[config.mk]
export PLATFORM = sky130hd
export DESIGN_NAME = dcf_backoff_contention
export DESIGN_NICKNAME = d
export VERILOG_FILES = /design/src/rtl/dcfb_pkg.sv /design/src/rtl/dcfb_div.sv /design/src/rtl/dcf_backoff_contention.sv
export SDC_FILE = /design/constraint.sdc
export NUM_CORES = 2
export LEC_CHECK = 0
export BUFFER_PORTS_ARGS = -buffer_cell sky130_fd_sc_hd__buf_2
export CORE_MARGIN = 4
export CORE_UTILIZATION = 30
export DETAILED_ROUTE_END_ITERATION = 10
export MAX_ROUTING_LAYER = met4
export SYNTH_ARGS = -nofsm -noshare
export SYNTH_HDL_FRONTEND = slang
export SYNTH_SLANG_ARGS = --single-unit
[constraint.sdc]
create_clock -name i_clk -period 23.9 [get_ports i_clk]
set_input_delay 2.39 -clock i_clk [delete_from_list [all_inputs] [get_ports i_clk]]
set_output_delay 2.39 -clock i_clk [all_outputs]
set_load 0.02 [all_outputs]
[src/rtl/dcfb_pkg.sv]
// ============================================================================
// DCF backoff package
// Shared types, event codes and default widths for the contention block.
// ============================================================================
package dcfb_pkg;

    localparam int TIME_BITS_DEF = 48;
    localparam int CW_BITS_DEF   = 10;
    localparam int OP_BITS       = 3;
    localparam int PARAM_BITS    = 16;

    typedef enum logic [1:0] {
        FSM_IDLE    = 2'd0,
        FSM_DEFER   = 2'd1,
        FSM_BACKOFF = 2'd2
    } t_fsm;

    typedef enum logic [OP_BITS-1:0] {
        OP_START   = 3'd0,
        OP_MEDIUM  = 3'd1,
        OP_CORRUPT = 3'd2,
        OP_TICK    = 3'd3,
        OP_CANCEL  = 3'd4
    } t_op;

    typedef enum logic [3:0] {
        SQ_IDLE,
        SQ_EXEC,
        SQ_MOD,
        SQ_MUL,
        SQ_SUM,
        SQ_DMIN,
        SQ_SCHED,
        SQ_KEEP,
        SQ_OUT
    } t_seq;

endpackage

[src/rtl/dcfb_div.sv]
// ============================================================================
// DCF backoff divider
// Restoring divider, one quotient bit per cycle, shared by all divisions.
// ============================================================================
module dcfb_div #(
    parameter int N = 48,
    parameter int M = 17
) (
    input  logic         i_clk,
    input  logic         i_rst_n,
    input  logic         i_start,
    input  logic [N-1:0] i_dividend,
    input  logic [M-1:0] i_divisor,
    output logic         o_done,
    output logic [N-1:0] o_quot,
    output logic [M-1:0] o_rem
);
    localparam int CNT_W = $clog2(N + 1);

    logic [CNT_W-1:0] r_cnt;
    logic             r_busy;
    logic             r_done;
    logic [N-1:0]     r_quot;
    logic [M-1:0]     r_rem;
    logic [M-1:0]     r_div;
    logic [M:0]       shifted;
    logic [M:0]       trial;

    assign shifted = {r_rem, r_quot[N-1]};
    assign trial   = shifted - {1'b0, r_div};

    always_ff @(posedge i_clk) begin
        if (!i_rst_n) begin
            r_busy <= 1'b0;
            r_done <= 1'b0;
            r_cnt  <= '0;
        end else begin
            r_done <= 1'b0;
            if (i_start) begin
                r_busy <= 1'b1;
                r_cnt  <= CNT_W'(N);
            end else if (r_busy) begin
                r_cnt <= r_cnt - CNT_W'(1);
                if (r_cnt == CNT_W'(1)) begin
                    r_busy <= 1'b0;
                    r_done <= 1'b1;
                end
            end
        end
    end

    always_ff @(posedge i_clk) begin
        if (i_start) begin
            r_quot <= i_dividend;
            r_rem  <= '0;
            r_div  <= i_divisor;
        end else if (r_busy) begin
            if (!trial[M]) begin
                r_rem  <= trial[M-1:0];
                r_quot <= {r_quot[N-2:0], 1'b1};
            end else begin
                r_rem  <= shifted[M-1:0];
                r_quot <= {r_quot[N-2:0], 1'b0};
            end
        end
    end

    assign o_done = r_done;
    assign o_quot = r_quot;
    assign o_rem  = r_rem;
endmodule

[src/rtl/dcf_backoff_contention.sv]
// ============================================================================
// DCF backoff contention
// Channel contention machine with idle, defer and ifs-plus-backoff states.
// ============================================================================
// Each input item is one event: the kind travels on s_tuser, the start
// parameters and the new medium state on s_tdata. Each accepted item yields
// exactly one result item on the m_ side with the state after the event,
// grant and schedule report flags, the scheduled tick, held slots and an
// error flag. i_cfg_we writes the option that lets a start's wait shrink by
// the time since the last medium event or grant. One item is handled at a
// time. Tick, cancel and simple events pass from the decode state straight
// to the result. A start from idle runs the shared restoring divider for the
// modulo one bit per cycle; with the medium free the shift-add multiplier
// then forms slots times slot length one bit per cycle, and the sum, minimum
// and schedule steps follow. A busy medium during backoff runs the divider
// for the ceiling divide. A free medium while deferring or a corrupted frame
// during backoff replans without the divider. With a ready receiver the
// result is taken as soon as it appears, and the block passes through idle
// before it takes the next item. s_tready is high only while no event is in
// progress. The result is held in registers until the receiver takes it; a
// stalled receiver stalls the input side as well. Reset sets the state to
// idle with the medium free and the tick clock at a quarter of its range; it
// takes effect at the first rising edge with i_rst_n low.
module dcf_backoff_contention #(
    parameter int TIME_BITS = dcfb_pkg::TIME_BITS_DEF,
    parameter int CW_BITS   = dcfb_pkg::CW_BITS_DEF,
    parameter int IN_W      = ((CW_BITS + 65 + 7) / 8) * 8,
    parameter int OUT_W     = ((TIME_BITS + CW_BITS + 6 + 7) / 8) * 8
) (
    input  logic                         i_clk,
    input  logic                         i_rst_n,
    input  logic                         s_tvalid,
    output logic                         s_tready,
    // opcode
    input  logic [dcfb_pkg::OP_BITS-1:0] s_tuser,
    // contention_window, ifs_ticks, eifs_ticks, slot_ticks, random_draw,
    // medium_is_free, zero pad
    input  logic [IN_W-1:0]              s_tdata,
    output logic                         m_tvalid,
    input  logic                         m_tready,
    // fsm_state, access_granted, expect_report, expect_withdrawn,
    // expect_time, slots_left, event_error, zero pad
    output logic [OUT_W-1:0]             m_tdata,
    input  logic                         i_cfg_we,
    input  logic                         i_cfg_wdata
);
    import dcfb_pkg::*;

    localparam int PW     = PARAM_BITS;
    localparam int PROD_W = CW_BITS + PW;
    localparam int WAIT_W = PROD_W + 1;
    localparam int XW     = (WAIT_W > TIME_BITS) ? WAIT_W : TIME_BITS;
    localparam int DIVR_W = PW + 1;
    localparam int MC_W   = $clog2(CW_BITS + 1);
    localparam int PAD_O  = OUT_W - (TIME_BITS + CW_BITS + 6);

    t_seq r_seq, n_seq;

    // Configuration and contention state.
    logic                 r_opt;
    t_fsm                 r_fsm;
    logic                 r_free;
    logic [TIME_BITS-1:0] r_now;
    logic [PW-1:0]        r_ifs, r_eifs, r_slot;
    logic [CW_BITS-1:0]   r_slots;
    logic [TIME_BITS-1:0] r_sched, r_eifs_end, r_last_busy, r_last_idle;
    logic                 r_live;

    // Latched event.
    t_op                  r_op;
    logic [CW_BITS-1:0]   r_cw;
    logic [PW-1:0]        r_in_ifs, r_in_eifs, r_in_slot, r_draw;
    logic                 r_in_free;

    // Result flags.
    logic                 r_granted, r_rep, r_wd, r_err;
    logic [TIME_BITS-1:0] r_etime;

    // Planning datapath.
    logic                 r_plan_opt;
    logic [PROD_W-1:0]    r_acc, r_mcand;
    logic [CW_BITS-1:0]   r_mplier;
    logic [MC_W-1:0]      r_mcnt;
    logic [WAIT_W-1:0]    r_wait;
    logic [TIME_BITS-1:0] r_dmin;

    // Divider hookup.
    logic                 div_start, div_done;
    logic [TIME_BITS-1:0] div_dividend, div_quot;
    logic [DIVR_W-1:0]    div_divisor, div_rem;

    logic [TIME_BITS-1:0] ifs_end, d_busy, d_idle, sched_new;
    logic [XW-1:0]        wx, dx, wfin;
    logic [TIME_BITS:0]   ceil_q;
    logic                 use_eifs;
    logic [PW-1:0]        base;

    assign s_tready = (r_seq == SQ_IDLE);
    assign m_tvalid = (r_seq == SQ_OUT);
    assign m_tdata  = {{PAD_O{1'b0}}, r_err, r_slots, r_etime, r_wd, r_rep,
                       r_granted, r_fsm};

    // The divider serves the modulo of a start and the ceiling divide of a
    // busy medium during backoff; both are launched from the decode cycle.
    always_comb begin
        div_start    = 1'b0;
        div_dividend = TIME_BITS'(r_draw);
        div_divisor  = DIVR_W'(r_cw) + DIVR_W'(1);
        if (r_seq == SQ_EXEC) begin
            if (r_op == OP_START && r_fsm == FSM_IDLE) begin
                div_start = 1'b1;
            end else if (r_op == OP_MEDIUM && r_fsm == FSM_BACKOFF && !r_in_free) begin
                div_start    = 1'b1;
                div_dividend = r_sched - r_now;
                div_divisor  = DIVR_W'(r_slot);
            end
        end
    end

    dcfb_div #(
        .N (TIME_BITS),
        .M (DIVR_W)
    ) u_div (
        .i_clk      (i_clk),
        .i_rst_n    (i_rst_n),
        .i_start    (div_start),
        .i_dividend (div_dividend),
        .i_divisor  (div_divisor),
        .o_done     (div_done),
        .o_quot     (div_quot),
        .o_rem      (div_rem)
    );

    // EIFS applies when its end lies beyond now plus IFS.
    assign ifs_end   = r_now + TIME_BITS'(r_ifs);
    assign use_eifs  = r_eifs_end > ifs_end;
    assign base      = use_eifs ? r_eifs : r_ifs;
    assign d_busy    = r_now - r_last_busy;
    assign d_idle    = r_now - r_last_idle;
    assign wx        = XW'(r_wait);
    assign dx        = XW'(r_dmin);
    assign wfin      = (r_plan_opt && r_opt) ? (wx - ((wx < dx) ? wx : dx)) : wx;
    assign sched_new = r_now + wfin[TIME_BITS-1:0];
    assign ceil_q    = {1'b0, div_quot} + (TIME_BITS + 1)'(div_rem != '0);

    always_ff @(posedge i_clk) begin
        if (!i_rst_n) begin
            r_seq <= SQ_IDLE;
        end else begin
            r_seq <= n_seq;
        end
    end

    always_comb begin
        n_seq = r_seq;
        case (r_seq)
            SQ_IDLE: begin
                if (s_tvalid) n_seq = SQ_EXEC;
            end
            SQ_EXEC: begin
                n_seq = SQ_OUT;
                case (r_op)
                    OP_START: begin
                        if (r_fsm == FSM_IDLE) n_seq = SQ_MOD;
                    end
                    OP_MEDIUM: begin
                        if (r_fsm == FSM_DEFER && r_in_free) n_seq = SQ_MUL;
                        if (r_fsm == FSM_BACKOFF && !r_in_free) n_seq = SQ_KEEP;
                    end
                    OP_CORRUPT: begin
                        if (r_fsm == FSM_BACKOFF) n_seq = SQ_MUL;
                    end
                    default: n_seq = SQ_OUT;
                endcase
            end
            SQ_MOD: begin
                if (div_done) n_seq = r_free ? SQ_MUL : SQ_OUT;
            end
            SQ_MUL: begin
                if (r_mcnt == MC_W'(1)) n_seq = SQ_SUM;
            end
            SQ_SUM:   n_seq = SQ_DMIN;
            SQ_DMIN:  n_seq = SQ_SCHED;
            SQ_SCHED: n_seq = SQ_OUT;
            SQ_KEEP: begin
                if (div_done) n_seq = SQ_OUT;
            end
            SQ_OUT: begin
                if (m_tready) n_seq = SQ_IDLE;
            end
            default: n_seq = SQ_IDLE;
        endcase
    end

    always_ff @(posedge i_clk) begin
        if (!i_rst_n) begin
            r_opt       <= 1'b0;
            r_fsm       <= FSM_IDLE;
            r_free      <= 1'b1;
            r_now       <= TIME_BITS'(1) << (TIME_BITS - 2);
            r_ifs       <= '0;
            r_eifs      <= '0;
            r_slot      <= PW'(1);
            r_slots     <= '0;
            r_sched     <= '0;
            r_eifs_end  <= '0;
            r_last_busy <= '0;
            r_last_idle <= '0;
            r_live      <= 1'b0;
        end else begin
            if (i_cfg_we) r_opt <= i_cfg_wdata;
            case (r_seq)
                SQ_EXEC: begin
                    case (r_op)
                        OP_START: begin
                            if (r_fsm == FSM_IDLE) begin
                                r_ifs  <= r_in_ifs;
                                r_eifs <= r_in_eifs;
                                r_slot <= (r_in_slot == '0) ? PW'(1) : r_in_slot;
                                r_live <= 1'b1;
                            end
                        end
                        OP_MEDIUM: begin
                            r_free      <= r_in_free;
                            r_last_busy <= r_now;
                            if (r_fsm == FSM_BACKOFF && !r_in_free) r_fsm <= FSM_DEFER;
                        end
                        OP_CORRUPT: begin
                            if (r_fsm != FSM_IDLE) r_eifs_end <= r_now + TIME_BITS'(r_eifs);
                        end
                        OP_TICK: begin
                            if (r_fsm == FSM_BACKOFF && r_now == r_sched) begin
                                r_fsm       <= FSM_IDLE;
                                r_last_idle <= r_now;
                                r_live      <= 1'b0;
                            end
                            r_now <= r_now + TIME_BITS'(1);
                        end
                        OP_CANCEL: begin
                            r_fsm  <= FSM_IDLE;
                            r_live <= 1'b0;
                        end
                        default: ;
                    endcase
                end
                SQ_MOD: begin
                    if (div_done) begin
                        r_slots <= div_rem[CW_BITS-1:0];
                        if (!r_free) r_fsm <= FSM_DEFER;
                    end
                end
                SQ_SCHED: begin
                    r_sched <= sched_new;
                    r_fsm   <= FSM_BACKOFF;
                end
                SQ_KEEP: begin
                    if (div_done && ceil_q < (TIME_BITS + 1)'(r_slots)) begin
                        r_slots <= ceil_q[CW_BITS-1:0];
                    end
                end
                default: ;
            endcase
        end
    end

    // Event latch, result flags and the planning datapath.
    always_ff @(posedge i_clk) begin
        if (r_seq == SQ_IDLE && s_tvalid) begin
            r_op      <= t_op'(s_tuser);
            r_cw      <= s_tdata[CW_BITS-1:0];
            r_in_ifs  <= s_tdata[CW_BITS+15:CW_BITS];
            r_in_eifs <= s_tdata[CW_BITS+31:CW_BITS+16];
            r_in_slot <= s_tdata[CW_BITS+47:CW_BITS+32];
            r_draw    <= s_tdata[CW_BITS+63:CW_BITS+48];
            r_in_free <= s_tdata[CW_BITS+64];
        end
        case (r_seq)
            SQ_EXEC: begin
                r_granted  <= 1'b0;
                r_rep      <= 1'b0;
                r_wd       <= 1'b0;
                r_err      <= 1'b0;
                r_etime    <= '0;
                r_plan_opt <= (r_op == OP_START);
                r_acc      <= '0;
                r_mcand    <= PROD_W'(r_slot);
                r_mplier   <= r_slots;
                r_mcnt     <= MC_W'(CW_BITS);
                case (r_op)
                    OP_START:   r_err <= (r_fsm != FSM_IDLE);
                    OP_MEDIUM: begin
                        if (r_fsm == FSM_DEFER && !r_in_free) r_err <= 1'b1;
                        if (r_fsm == FSM_BACKOFF) begin
                            r_err <= r_in_free;
                            r_rep <= !r_in_free;
                            r_wd  <= !r_in_free;
                        end
                    end
                    OP_CORRUPT: ;
                    OP_TICK: r_granted <= (r_fsm == FSM_BACKOFF && r_now == r_sched);
                    OP_CANCEL: begin
                        r_rep <= r_live;
                        r_wd  <= r_live;
                    end
                    default: r_err <= 1'b1;
                endcase
            end
            SQ_MOD: begin
                // The slot length is latched by now; reload the multiplier.
                r_mcand  <= PROD_W'(r_slot);
                r_mplier <= div_rem[CW_BITS-1:0];
            end
            SQ_MUL: begin
                if (r_mplier[0]) r_acc <= r_acc + r_mcand;
                r_mcand  <= r_mcand << 1;
                r_mplier <= r_mplier >> 1;
                r_mcnt   <= r_mcnt - MC_W'(1);
            end
            SQ_SUM:  r_wait <= WAIT_W'(base) + WAIT_W'(r_acc);
            SQ_DMIN: r_dmin <= (d_busy < d_idle) ? d_busy : d_idle;
            SQ_SCHED: begin
                r_rep   <= 1'b1;
                r_etime <= sched_new;
            end
            default: ;
        endcase
    end
endmodule

==> metrics <==
crit start category flip-flop; Slew HR 13.5%; Internal 0.00248 W; WP data arrival 10380 ps; initial antenna violation count 5; post-synth top area cell edfxtp_1; drt first pass iters 5; synth top area cells edfxtp_1, dfxtp_1, ha_1; row cnt 144; cell area after synthesis 46400 µm²; Vias/cell 5.17; clock power share 33.6%; WL/cell 18.2 µm; count of final setup violators 0; Total GRT Usage 17.1%; die area 161000 µm²; min-delay worst type flip-flop to flip-flop; Nets 6040; CTS Buf Count 80; sequential area share after synthesis 36.1%; Post-Syn Area per Cell 8.57 µm²; Synth async-reset ratio 0%; vias in the first global route 37285; status completed; vias 39365; post-route ant nets 0; max incr delay on CP 600 ps; WL final 139000 µm; peak supply drop 0.0000576 V; Post CTS Setup Buffer Count 0; Setup crit end kind flip-flop; Gates resized, CTS repair 0; switching share of power 34.2%; Seq pwr share 40.5%; Core ar. 154000 µm²; Yosys Warn Count 0; GR Overflow Total 0; Max Root-Sink Buffers 3; CP max FO 27; CTS Sinks 668; CP max-delay cell o31ai_1; Residual DRC 0; Reg clk slew, reported paths 60 ps; Top Ports 155; Root Buffer clkbuf_16; required time worst endpoint 24320 ps; Worst R2R Setup Slack 13940 ps; gpl congestion 0.935; synthesis-stage register bit count 668; Comb power frac 26.0%; most frequent CP cell a21oi_1; final total negative setup slack 0 ps; most frequent cells in the layout nand2_1, a21oi_1, ha_1, inv_1, edfxtp_1; EDFF count, synth 336; Setup Crit Path Kind flip-flop to flip-flop; Primary FF master, synth edfxtp_1; Iter 0 DRT Violations 3186; Die Y 401 µm; Tmin final 9960 ps; number of max-cap violations 0; post-detail-place hpwl 106000 µm; Hold Buf Count CTS 0; Synth cell types 89; Synth Instances 5414; Pwr per Cell Area 72.1 nW/µm²; area share of the largest cell type after synthesis 21.7%; hold_ws 453 ps; Mapped Nets 5955; IO buf count 149; largest net degree at the start of global routing 97; die width 401 µm; most common cell after layout, fill and taps aside nand2_1; P_sw 0.00129 W; RSZ-0062 raised after global routing no; Starting Density 30.2%; first-pass GRT wire length 215000 µm; Fin. Hold Viols 0; Slew @ Worst Pin 1290 ps; layout cell share with drive strength beyond 1 8.51%; Pleak 21.9 nW; Skew-Pair Late Insertion Delay 730 ps; CTS tree done; Final period util 41.7%; max frequency 100 MHz; depth of the CTS H-tree 3; clock skew 65.6 ps; area delta synth->final 12.5%; Final Max Tran Viols 0
-- cell usage after synthesis, types with 36 or more instances --
master	n
and3_1	58
nand4_1	92
a21o_1	185
clkbuf_1	176
mux2_2	47
nor2_1	321
nor2b_1	62
inv_1	379
o21a_1	56
nor3_1	103
nand2_1	749
nor4_1	36
ha_1	442
o21ai_0	285
a211oi_1	52
xnor2_1	288
nand2b_1	72
o21bai_1	49
xor2_1	109
edfxtp_1	336
mux2i_1	75
a31oi_1	38
dfxtp_1	332
nand3_1	131
a21oi_1	542
o211ai_1	37
-- through the flow --
step	total power [W]	std cells	setup WS, ps	cell area [µm²]	util, %
6_report	0.00376	7612	13940	52200	33.9
2_1_floorplan	0.00222	5414	15820	46400	-
4_1_cts	0.00381	7611	14150	52200	33.9
3_3_place_gp	0.00250	7461	14230	49500	32.2
3_5_place_dp	0.00252	7461	14230	49500	32.2
5_1_grt	0.00397	7611	13290	52200	33.9
-- critical path: cells and delay by family, from the launching register on --
family	cells	cell delay, ps
compound gates	24	5640
xor+xnor	2	370
buf+inv	2	480
flops	1	490
fa+ha+maj	4	1150
mux	1	400
simple gates	5	1110
-- cells by family after synthesis --
logic type                 Yosys count  share of synthesized area (%)
AOI/OAI and AO/OA                 1420                           18.9
muxes                              122                           2.76
DFF                                668                           36.1
adders and majority gates          452                           12.3
xor gates and xnor gates           397                           7.49
buffers and inverters              599                           4.94
and+or+nand+nor                   1756                           17.5
-- path summary, 6_finish.rpt --
check | startpoint | to | depth (start not counted)
setup / recovery | r_wait[1]$_DFFE_PN_ | r_etime[47]$_SDFFCE_PN0P_ | 38
hold / removal | r_last_busy[27]$_SDFFE_PN0P_ | r_last_busy[27]$_SDFFE_PN0P_ | 2
setup reg to reg | r_wait[1]$_DFFE_PN_ | r_etime[47]$_SDFFCE_PN0P_ | 38
hold reg to reg | r_last_busy[27]$_SDFFE_PN0P_ | r_last_busy[27]$_SDFFE_PN0P_ | 2
-- flip-flops by register name, indices dropped and copies added (netlist names), 26 cells and up --
name	flops
dx	48
r_eifs_end	48
r_etime	48
r_last_busy	48
r_last_idle	48
r_now	48
r_sched	48
u_div.o_quot	48
r_wait	27
r_acc	26
r_mcand	26
-- routing by layer --
metal / vias to the layer above / track usage (%) / wire length, µm
met5: - / - / 0
met4: 0 / 5.59 / 4340
met3: 196 / 2.26 / 7450
met2: 1000 / 27.1 / 63200
met1: 18743 / 22.7 / 64000
li1: 19426 / - / -
-- power groups by stage --
stage / logic [W] / clock network, W / registers (W)
floorplan: 0.000700 / 0 / 0.00152
global placement: 0.000955 / 0 / 0.00155
detailed placement: 0.000972 / 0 / 0.00155
CTS: 0.000978 / 0.00130 / 0.00152
global route: 0.00108 / 0.00135 / 0.00154
finish: 0.000978 / 0.00126 / 0.00152
-- area by class of cell --
class | instances | area (µm²)
Antenna cell | 1 | 2.50
Sequential cell | 668 | 16700
Tap cell | 2044 | 2560
Inverter | 393 | 1490
Clock buffer | 96 | 2130
Timing Repair Buffer | 209 | 1200
Fill cell | 16076 | 102000
Clock inverter | 54 | 583
Multi-Input combinational cell | 4147 | 27500
(Power assumes the default switching activity.)
